[src/sv/b32d_pkg.sv]
// Package for the base32 stream decoder: beat types, error codes, message state
// and the character-to-symbol lookup.
// Depends on nothing; used by every module of the decoder.
package b32d_pkg;

    localparam logic [1:0] ERR_NONE     = 2'd0;
    localparam logic [1:0] ERR_CHAR     = 2'd1;
    localparam logic [1:0] ERR_LENGTH   = 2'd2;
    localparam logic [1:0] ERR_LEFTOVER = 2'd3;

    localparam logic [7:0] PAD_CHAR = 8'h3D;

    typedef struct packed {
        logic [7:0] char_in;
        logic       end_of_message;
    } in_beat_t;

    typedef struct packed {
        logic [7:0] data_byte;
        logic       byte_valid;
        logic       message_done;
        logic [1:0] error_code;
    } out_beat_t;

    typedef struct packed {
        logic [2:0] char_position;
        logic [7:0] partial_byte;
        logic       pad_seen;
        logic       any_data_seen;
        logic [2:0] total_count_mod8;
        logic [1:0] sticky_error;
    } msg_state_t;

    typedef struct packed {
        logic       valid;
        logic [4:0] value;
    } symbol_t;

    function automatic symbol_t decode_symbol(input logic [7:0] ch);
        symbol_t sym;
        logic [7:0] diff;
        sym  = '0;
        diff = '0;
        if (ch >= 8'h41 && ch <= 8'h5A) begin
            diff      = ch - 8'h41;
            sym.valid = 1'b1;
            sym.value = diff[4:0];
        end else if (ch >= 8'h61 && ch <= 8'h7A) begin
            diff      = ch - 8'h61;
            sym.valid = 1'b1;
            sym.value = diff[4:0];
        end else if (ch >= 8'h32 && ch <= 8'h37) begin
            diff      = ch - 8'h32 + 8'd26;
            sym.valid = 1'b1;
            sym.value = diff[4:0];
        end
        return sym;
    endfunction

endpackage

[src/sv/b32d_step.sv]
// Per-character decode step: symbol lookup, bit packing, error tracking and the
// end-of-message checks. Purely combinational; depends on b32d_pkg.
module b32d_step (
    input  b32d_pkg::msg_state_t state,
    input  logic                 strict_length,
    input  b32d_pkg::in_beat_t   beat,
    output b32d_pkg::msg_state_t state_next,
    output b32d_pkg::out_beat_t  result,
    output logic                 has_result
);

    b32d_pkg::symbol_t    sym;
    b32d_pkg::msg_state_t upd;
    logic [7:0]           byte_val;
    logic                 have_byte;
    logic                 len_ok;
    logic [1:0]           err;
    logic [4:0]           v;

    always_comb begin
        sym       = b32d_pkg::decode_symbol(beat.char_in);
        v         = sym.value;
        upd       = state;
        byte_val  = '0;
        have_byte = 1'b0;
        upd.total_count_mod8 = state.total_count_mod8 + 3'd1;

        if (state.sticky_error == b32d_pkg::ERR_NONE) begin
            if (beat.char_in == b32d_pkg::PAD_CHAR) begin
                upd.pad_seen = 1'b1;
            end else if (state.pad_seen || !sym.valid) begin
                upd.sticky_error = b32d_pkg::ERR_CHAR;
            end else begin
                unique case (state.char_position)
                    3'd0: begin
                        upd.partial_byte = {v, 3'b000};
                    end
                    3'd1: begin
                        byte_val         = state.partial_byte | {5'b0, v[4:2]};
                        have_byte        = 1'b1;
                        upd.partial_byte = {v[1:0], 6'b0};
                    end
                    3'd2: begin
                        upd.partial_byte = state.partial_byte | {2'b0, v, 1'b0};
                    end
                    3'd3: begin
                        byte_val         = state.partial_byte | {7'b0, v[4]};
                        have_byte        = 1'b1;
                        upd.partial_byte = {v[3:0], 4'b0};
                    end
                    3'd4: begin
                        byte_val         = state.partial_byte | {4'b0, v[4:1]};
                        have_byte        = 1'b1;
                        upd.partial_byte = {v[0], 7'b0};
                    end
                    3'd5: begin
                        upd.partial_byte = state.partial_byte | {1'b0, v, 2'b0};
                    end
                    3'd6: begin
                        byte_val         = state.partial_byte | {6'b0, v[4:3]};
                        have_byte        = 1'b1;
                        upd.partial_byte = {v[2:0], 5'b0};
                    end
                    default: begin
                        byte_val         = state.partial_byte | {3'b0, v};
                        have_byte        = 1'b1;
                        upd.partial_byte = '0;
                    end
                endcase
                upd.char_position = state.char_position + 3'd1;
                upd.any_data_seen = 1'b1;
            end
        end

        case (upd.char_position) inside
            3'd0, 3'd2, 3'd4, 3'd5, 3'd7: len_ok = upd.any_data_seen;
            default:                      len_ok = 1'b0;
        endcase

        err = upd.sticky_error;
        if (err == b32d_pkg::ERR_NONE) begin
            if (!len_ok || (strict_length && upd.total_count_mod8 != 3'd0)) begin
                err = b32d_pkg::ERR_LENGTH;
            end else if (upd.partial_byte != 8'd0) begin
                err = b32d_pkg::ERR_LEFTOVER;
            end
        end

        result = '0;
        if (beat.end_of_message) begin
            has_result          = 1'b1;
            state_next          = '0;
            result.message_done = 1'b1;
            result.error_code   = err;
            if (err == b32d_pkg::ERR_NONE && have_byte) begin
                result.byte_valid = 1'b1;
                result.data_byte  = byte_val;
            end
        end else begin
            state_next = upd;
            has_result = have_byte && (upd.sticky_error == b32d_pkg::ERR_NONE);
            if (has_result) begin
                result.byte_valid = 1'b1;
                result.data_byte  = byte_val;
            end
        end
    end

endmodule

[src/sv/base32_stream_decoder.sv]
// Top level of the base32 stream decoder: input register, decode step and
// result register. Depends on b32d_pkg and b32d_step.
//
// One base32 character enters per s_ beat; end_of_message marks the last one.
// A result beat leaves on m_ when a byte completes, and always for the last
// character, carrying message_done and the error code for the whole message.
// A character accepted on s_ is held in the input register and decoded out of
// it; its result is registered in the result register once that register is
// free to take it. A character that yields no result retires from the input
// register without touching m_.
// Throughput is one character per cycle while the receiver does not stall,
// set by the combinational decode step between the input and result registers.
// When the receiver stalls, the result register holds its beat and the input
// register holds one more character; s_ready then drops only if that
// character would produce a result. Synchronous reset clears the valid bits of
// both registers, the message state and strict_length; cfg_we sets strict_length.
module base32_stream_decoder (
    input  logic                aclk,
    input  logic                aresetn,
    input  logic                s_valid,
    output logic                s_ready,
    input  b32d_pkg::in_beat_t  s_data,
    output logic                m_valid,
    input  logic                m_ready,
    output b32d_pkg::out_beat_t m_data,
    input  logic                cfg_we,
    input  logic                cfg_wdata
);

    logic                 in_valid_reg;
    b32d_pkg::in_beat_t   in_beat_reg;
    logic                 out_valid_reg;
    b32d_pkg::out_beat_t  out_beat_reg;
    b32d_pkg::msg_state_t state_reg;
    b32d_pkg::msg_state_t state_next;
    logic                 strict_reg;
    b32d_pkg::out_beat_t  step_result;
    logic                 step_has_result;
    logic                 out_free;
    logic                 advance;

    b32d_step u_step (
        .state         (state_reg),
        .strict_length (strict_reg),
        .beat          (in_beat_reg),
        .state_next    (state_next),
        .result        (step_result),
        .has_result    (step_has_result)
    );

    assign out_free = !out_valid_reg || m_ready;
    assign advance  = in_valid_reg && (out_free || !step_has_result);
    assign s_ready  = !in_valid_reg || advance;
    assign m_valid  = out_valid_reg;
    assign m_data   = out_beat_reg;

    always_ff @(posedge aclk) begin
        if (!aresetn) begin
            in_valid_reg  <= 1'b0;
            out_valid_reg <= 1'b0;
            state_reg     <= '0;
            strict_reg    <= 1'b0;
        end else begin
            if (cfg_we) begin
                strict_reg <= cfg_wdata;
            end
            if (s_valid && s_ready) begin
                in_valid_reg <= 1'b1;
            end else if (advance) begin
                in_valid_reg <= 1'b0;
            end
            if (advance) begin
                state_reg <= state_next;
            end
            if (advance && step_has_result) begin
                out_valid_reg <= 1'b1;
            end else if (m_ready) begin
                out_valid_reg <= 1'b0;
            end
        end
    end

    always_ff @(posedge aclk) begin
        if (s_valid && s_ready) begin
            in_beat_reg <= s_data;
        end
        if (advance && step_has_result) begin
            out_beat_reg <= step_result;
        end
    end

endmodule

[config.mk]
export PLATFORM = sky130hd
export DESIGN_NAME = base32_stream_decoder
export DESIGN_NICKNAME = d
export VERILOG_FILES = /design/src/sv/b32d_pkg.sv /design/src/sv/b32d_step.sv /design/src/sv/base32_stream_decoder.sv
export SDC_FILE = /design/constraint.sdc
export NUM_CORES = 1
export LEC_CHECK = 0
export BUFFER_PORTS_ARGS = -buffer_cell sky130_fd_sc_hd__buf_2
export CELL_PAD_IN_SITES_DETAIL_PLACEMENT = 2
export CELL_PAD_IN_SITES_GLOBAL_PLACEMENT = 2
export CORE_ASPECT_RATIO = 1.75
export CORE_MARGIN = 10
export CORE_UTILIZATION = 25
export CTS_CLUSTER_DIAMETER = 150
export DETAILED_ROUTE_END_ITERATION = 12
export PLACE_DENSITY = 0.67
export SETUP_SLACK_MARGIN = 0.1
export SLEW_MARGIN = 20
export SYNTH_ARGS = -nofsm -noshare
export SYNTH_HDL_FRONTEND = slang
export SYNTH_SLANG_ARGS = --single-unit
[constraint.sdc]
create_clock -name aclk -period 8.74 [get_ports aclk]
set_clock_uncertainty 0.05 [all_clocks]
set_input_delay 0 -clock aclk [delete_from_list [all_inputs] [get_ports aclk]]
set_output_delay 0 -clock aclk [all_outputs]
set_load 0.02 [all_outputs]
; After elaboration in Yosys (flattened, before gate mapping)
; Index checks and enable logic that the tools add are counted.
[op_classes]
bitwise_logic = 7
addsub = 6
reduce_logical = 33
n_shift = 0
order_cmp = 6
div = 0
muxes = 35
n_eq_ne = 11
mul = 0
[ops]
columns = cell, n
row1 = 8-bit case mux with 7 select lines, 1
row2 = 8-bit case mux with 5 select lines, 1
row3 = 9-bit 2-to-1 mux, 3
row4 = 8-bit 2-to-1 mux, 3
row5 = 11-bit 2-to-1 mux, 2
row6 = 3-bit == test (second input constant), 6
row7 = 18-bit 2-to-1 mux, 1
row8 = 6-bit 2-to-1 mux, 3
row9 = 8-bit by 7-bit greater-or-equal comparator with 1-bit output (second input constant), 2
row10 = 8-bit by 7-bit <= comparator with 1-bit output (second input constant), 2
row11 = 1-bit 2-to-1 mux, 13
row12 = 13-bit 2-to-1 mux, 1
row13 = 2-bit 2-to-1 mux, 6
row14 = 5-bit by 1-bit subtractor with 5-bit output (second input constant), 2
row15 = 3-bit by 2-bit == test with 1-bit output (second input constant), 3
row16 = 1-bit logical AND, 9
row17 = 8-bit by 6-bit == test with 1-bit output (second input constant), 1
row18 = 8-bit by 6-bit greater-or-equal comparator with 1-bit output (second input constant), 1
row19 = 8-bit by 6-bit <= comparator with 1-bit output (second input constant), 1
row20 = 8-bit by 1-bit bitwise OR with 8-bit output, 1
row21 = 8-bit by 2-bit bitwise OR with 8-bit output, 1
row22 = 8-bit by 3-bit bitwise OR with 8-bit output, 1
row23 = 8-bit by 4-bit bitwise OR with 8-bit output, 1
row24 = 8-bit by 5-bit bitwise OR with 8-bit output, 1
row25 = 17 further kinds, 32
[word_totals]
latch_bits = 0
romBits = 0
memories = 0
ff_bits = 42
ramBits = 0
inputBits = 15

; Logic depth before layout (Yosys ltp)
[logic_depth]
word_depth = 21
mapped_depth = 13
depth_no_buf = 10

; Modules after synthesis
; From an unflattened synthesis, not the netlist that was laid out.
[hier_totals]
cells_unflattened = 326
hier_area_um2 = 2976.6
[by_module_without_submodules]
columns = mod, area_each_um2, instances, seq_area_each_um2, cells_each
row1 = base32_stream_decoder, 1515.2, 1, 1051.0, 113
row2 = b32d_step, 1461.4, 1, 0.0, 213

; Worst setup path after synthesis
; OpenSTA, ideal clock, no wires.
[synth_timing]
path_kind = reg-to-reg
from = reg in_beat_reg[1] (netlist bit)
to = reg in_beat_reg[0] (netlist bit) (enable)
t_arrival_ns = 2.493
path_buffers = 0
path_slack_ns = 5.914
path_stages_with_launch = 11
cell_sequence = edfxtp_1 -> inv_1 -> ha_1 -> nor3b_2 -> a21o_1 -> o21ai_1 -> nand2_1 -> nor3_4 -> o21ai_1 -> or2_2 -> and2_1
[synth_between]
elab_chain_cells = 18
[synth_rtl]
columns = element, line_no
row1 = "start, declared", base32_stream_decoder.sv:31  ; b32d_pkg::in_beat_t in_beat_reg;
row2 = "start signal, assigned", base32_stream_decoder.sv:85  ; in_beat_reg <= s_data;
row3 = 8-bit by 6-bit greater-or-equal comparator with 1-bit output or 8-bit by 6-bit <= comparator with 1-bit output (tied branches), b32d_pkg.sv:52  ; end else if (ch >= 8'h32 && ch <= 8'h37) begin
row4 = 1-bit logical AND, b32d_pkg.sv:52
row5 = 6-bit 2-to-1 mux, b32d_pkg.sv:52
row6 = 6-bit 2-to-1 mux, b32d_pkg.sv:48  ; end else if (ch >= 8'h61 && ch <= 8'h7A) begin
row7 = 6-bit 2-to-1 mux, b32d_pkg.sv:44  ; if (ch >= 8'h41 && ch <= 8'h5A) begin
row8 = 1-bit zero test, b32d_step.sv:31  ; end else if (state.pad_seen || !sym.valid) begin
row9 = 1-bit logical OR, b32d_step.sv:31
row10 = 2-bit 2-to-1 mux, b32d_step.sv:31
row11 = [... 3 more ...], -
row12 = 1-bit logical AND *, b32d_step.sv:101  ; has_result = have_byte && (upd.sticky_error == b32d_pkg::ERR_NONE);
row13 = 1-bit 2-to-1 mux *, b32d_step.sv:90  ; if (beat.end_of_message) begin
row14 = 1-bit zero test *, base32_stream_decoder.sv:52  ; assign advance = in_valid_reg && (out_free || !step_has_result);
row15 = 1-bit logical OR *, base32_stream_decoder.sv:52
row16 = 1-bit logical AND *, base32_stream_decoder.sv:52
row17 = 1-bit logical OR *, base32_stream_decoder.sv:53  ; assign s_ready = !in_valid_reg || advance;
row18 = named net s_ready, base32_stream_decoder.sv:21  ; output logic s_ready,
row19 = 1-bit logical AND *, base32_stream_decoder.sv:84  ; if (s_valid && s_ready) begin
; The timed path passes the listed nets; every way through them passes the cells marked *.
; A chain may end at the register's enable or synchronous reset.

; Worst setup path in the final report
[layout_timing]
from = reg in_beat_reg[2] (netlist bit)
to = reg in_valid_reg
[layout_between]
elab_chain_cells = 19
[layout_rtl]
columns = element, line_no
row1 = 8-bit by 6-bit greater-or-equal comparator with 1-bit output or 8-bit by 6-bit <= comparator with 1-bit output (tied branches), b32d_pkg.sv:52
row2 = 1-bit logical AND, b32d_pkg.sv:52
row3 = 6-bit 2-to-1 mux, b32d_pkg.sv:52
row4 = 6-bit 2-to-1 mux, b32d_pkg.sv:48
row5 = 6-bit 2-to-1 mux, b32d_pkg.sv:44
row6 = 1-bit zero test, b32d_step.sv:31
row7 = 1-bit logical OR, b32d_step.sv:31
row8 = 2-bit 2-to-1 mux, b32d_step.sv:31
row9 = [... 3 more ...], -
row10 = 1-bit logical AND *, b32d_step.sv:101
row11 = 1-bit 2-to-1 mux *, b32d_step.sv:90
row12 = 1-bit zero test *, base32_stream_decoder.sv:52
row13 = 1-bit logical OR *, base32_stream_decoder.sv:52
row14 = 1-bit logical AND *, base32_stream_decoder.sv:52
row15 = 1-bit logical OR, base32_stream_decoder.sv:53
row16 = 1-bit logical AND, base32_stream_decoder.sv:67  ; if (s_valid && s_ready) begin
row17 = 1-bit 2-to-1 mux or 2-bit nonzero test (tied branches), -
row18 = "end signal, assigned", base32_stream_decoder.sv:59  ; in_valid_reg <= 1'b0;
row19 = "end signal, assigned", base32_stream_decoder.sv:68  ; in_valid_reg <= 1'b1;
row20 = "end signal, assigned", base32_stream_decoder.sv:70  ; in_valid_reg <= 1'b0;
row21 = "end, declared", base32_stream_decoder.sv:30  ; logic in_valid_reg;
; Every way passes the cells marked *; elsewhere a longest branch is shown, timed or not.

==> results_dict.tcl <==
set metrics [dict create \
    leakage_nw 1.20 \
    cp.arrival_ns 3.80 \
    ys.flop_type "edfxtp_1" \
    ctsResizeCount 0 \
    rows 50 \
    synth_top_area_cell "edfxtp_1" \
    initial_core_util_pct 25.7 \
    ant_nets 0 \
    crit_path_cell_trace "inv_1 -> ha_1 -> nor3b_2 -> a21o_1 -> o21ai_1 -> nand2_1 -> nor3_4 -> o21ai_1 -> or2_2 -> a21boi_1 -> dlygate4sd3_1" \
    hold_path_class "in2reg" \
    max_clock_freq_mhz 276 \
    path_class "reg2reg" \
    coreArea_mm2 0.0108 \
    largest_reg_flops 18 \
    cts.path.max_buffers 2 \
    overflow 0 \
    dieArea_mm2 0.0158 \
    die_w_um 99.4 \
    finalHoldViolCount 0 \
    hold_slack_ns 0.0783 \
    design_area_mm2 0.00327 \
    place_inst 438 \
    fillCellCount 1234 \
    grt_use_total_pct 12.2 \
    clock_latency_ns 0.29 \
    vias_per_cell 5.55 \
    cpMostUsedCell "o21ai_1" \
    grt_pass1_wl_mm 15.5 \
    ir_drop_mv 0.104 \
    min_from "m_ready" \
    ys_seq_area_share_pct 38.1 \
    power_mw 0.485 \
    grt_max_degree 19 \
    critical_path.top_delay_family "simple AND/OR/NAND/NOR gates" \
    post-route-util_pct 30.4 \
    path_buf_inv 2 \
    crit_path_end "in_valid_reg" \
    cp_slowest_cell "edfxtp_1" \
    drt_iter0_drc 155 \
    gp_congestion 0.824 \
    boundaryPins 29 \
    reg2reg_slack_ns 5.12 \
    fin_crit_sh_pct 41.4 \
    synthArstFlopShare_pct 0 \
    crit_cells 11 \
    cp-end-kind "flip-flop" \
    antenna_cells 0 \
    antenna_found_initial 0 \
    fin_cells 461 \
    clk_pin_slew_worst_paths_ns 0.06 \
    synth.avg_cell_area_um2 9.39 \
    startpoint "in_beat_reg[2]" \
    p_per_area_mw_per_mm2 148 \
    synth_seq_cells 42 \
    rsz0062_at_grt "false" \
    fin_ws_ns 5.12 \
    dr.pass1.iters 4 \
    setup_violations 0 \
    drive_above_1_share_pct 18.4 \
    synth_cell_types 75 \
    portBuffers 28 \
    cts_max_level 2 \
    syn_nets 320 \
    dpl_worst_slack_ns 5.20 \
    routed_wl_mm 9.55 \
    layout.nets 356 \
    numCtsBuffers 5 \
    tns_ns 0 \
    syn_area_mm2 0.00276 \
    max_stage_delay_ns 0.55 \
    start_kind "flip-flop" \
    cp.required_ns 8.93 \
    cp_max_fo 10 \
    dr_total_vias 2557 \
    grt_pass1_vias 2853 \
    r2r-end "in_valid_reg" \
    ff2ff_path_depth 11 \
    ys.warnings.count 0 \
    final.min_clock_period_ns 3.62 \
    r2r-start "in_beat_reg[2]" \
    tightest_slew_ns 0.847 \
    slew_headroom_pct 43.2 \
    drc 0 \
    slew_viol_final 0 \
    min_path_cells 3 \
    synth_cells 294 \
    clock-sinks 42 \
    dp_hpwl_mm 7.40 \
    synth.area.top_cells "edfxtp_1, dfxtp_1, ha_1, nor2_1, a21oi_1" \
    root_buffer "clkbuf_16" \
    area_delta_synth_final_pct 18.3 \
    cts_tree "built" \
    synth_edf_count 21 \
    place_area_mm2 0.00297 \
    outcome "complete, no violations" \
    maxCapViolations 0 \
    synth.top_cell.area_share_pct 22.8 \
    fp.dieH_um 159 \
    wl_per_cell_um 20.7 \
]
## report_power, final
group | total, mW | switching [mW] | internal [mW] | leakage (nW)
sequential | 0.222 | 0.00895 | 0.214 | 0.376
clock | 0.188 | 0.0822 | 0.106 | 0.0740
combinational | 0.0740 | 0.0451 | 0.0289 | 0.750
total | 0.485 | 0.136 | 0.348 | 1.20
## routing by layer
metal	share of wire, %	global-route usage [%]	vias to the layer above
li1	-	-	1183
met5	0	0	-
met4	4.5	7.33	0
met2	56	22.5	67
met3	3.4	2.39	19
met1	36	11.9	1288
## cells in the mapped netlist (3+ instances only)
cell,n
nand3_1,6
nor2_1,32
buf_6,4
nor2b_1,6
a221oi_1,3
dfxtp_1,21
a21oi_1,21
and3_1,4
mux2i_1,3
xnor2_1,4
clkbuf_1,4
nand2_1,19
o21a_1,3
a21o_1,4
nor3_1,6
o21ai_0,10
o22ai_1,3
o311ai_0,3
nand2b_1,3
edfxtp_1,21
xor2_1,3
inv_1,9
nand4_1,3
a211oi_1,5
a31oi_1,6
a222oi_1,3
o21ai_1,3
a22oi_1,6
o31ai_1,5
and2_1,4
a32oi_1,3
ha_1,11
buf_2,3
## worst min-delay path by stage
| stage | slack [ns] | end |
|---|---|---|
| 5_1_grt | 0.10 | m_valid |
| 6_report | 0.08 | m_valid |
| 4_1_cts | 0.07 | m_valid |
| 3_5_place_dp | 0.13 | in_beat_reg[1] |
| 3_3_place_gp | 0.13 | in_beat_reg[5] |
| 2_1_floorplan | 0.05 | in_beat_reg[0] |
## cell type report
cell class	instances	area [µm²]	share of cell area, %
Multi-Input combinational cell	229	1590	48.5
Sequential cell	42	1050	32.2
Timing Repair Buffer	43	290	8.89
Tap cell	130	163	4.98
Clock buffer	5	125	3.83
Inverter	9	33.8	1.03
Clock inverter	3	18.8	0.574
## layout by cell type (no fill, tap or decap), types with 4 or more instances in the layout
cell type / netlist / routed
and2_1: 4 / 4
o21ai_0: 10 / 10
nor2b_1: 6 / 6
nand2_1: 19 / 19
xnor2_1: 4 / 4
buf_2: 3 / 28
nand3_1: 6 / 6
dfxtp_1: 21 / 21
inv_1: 9 / 9
a21oi_1: 21 / 21
ha_1: 11 / 11
a22oi_1: 6 / 6
clkbuf_16: 0 / 5
a21o_1: 4 / 4
o31ai_1: 5 / 5
a211oi_1: 5 / 5
and3_1: 4 / 4
nor2_1: 32 / 31
dlygate4sd3_1: 0 / 15
edfxtp_1: 21 / 21
nor3_1: 6 / 6
a31oi_1: 6 / 6
## timing repair
item | 4_1_cts | 5_1_grt
setup buffers | 0 | 0
endpoints found under the hold margin | 13 | 0
setup endpoints to repair | 0 | 0
hold buffers | 15 | 0
## cell families (layout without fill, tap and decap cells)
kind of cell             count (synthesis)  in the layout  share of synthesized area [%]
buffers and inverters                   23             60                           4.62
flip-flops                              42             42                           38.1
multiplexers                             3              3                           1.09
AND/OR/NAND/NOR                        106            106                           21.2
XOR/XNOR                                 7              7                           2.22
AO/OA/AOI/OAI                          102            102                           27.8
adder cells (fa/ha/maj)                 11             11                           4.98
## worst register-to-register path, stage by stage (launching register included)
cell and delay (ns):
edfxtp_1 0.55, inv_1 0.16, ha_1 0.27, nor3b_2 0.20, a21o_1 0.28, o21ai_1 0.29, nand2_1 0.19, nor3_4 0.45
o21ai_1 0.15, or2_2 0.31, a21boi_1 0.14, dlygate4sd3_1 0.54
No activity file was read; power rests on OpenSTA's default activity.
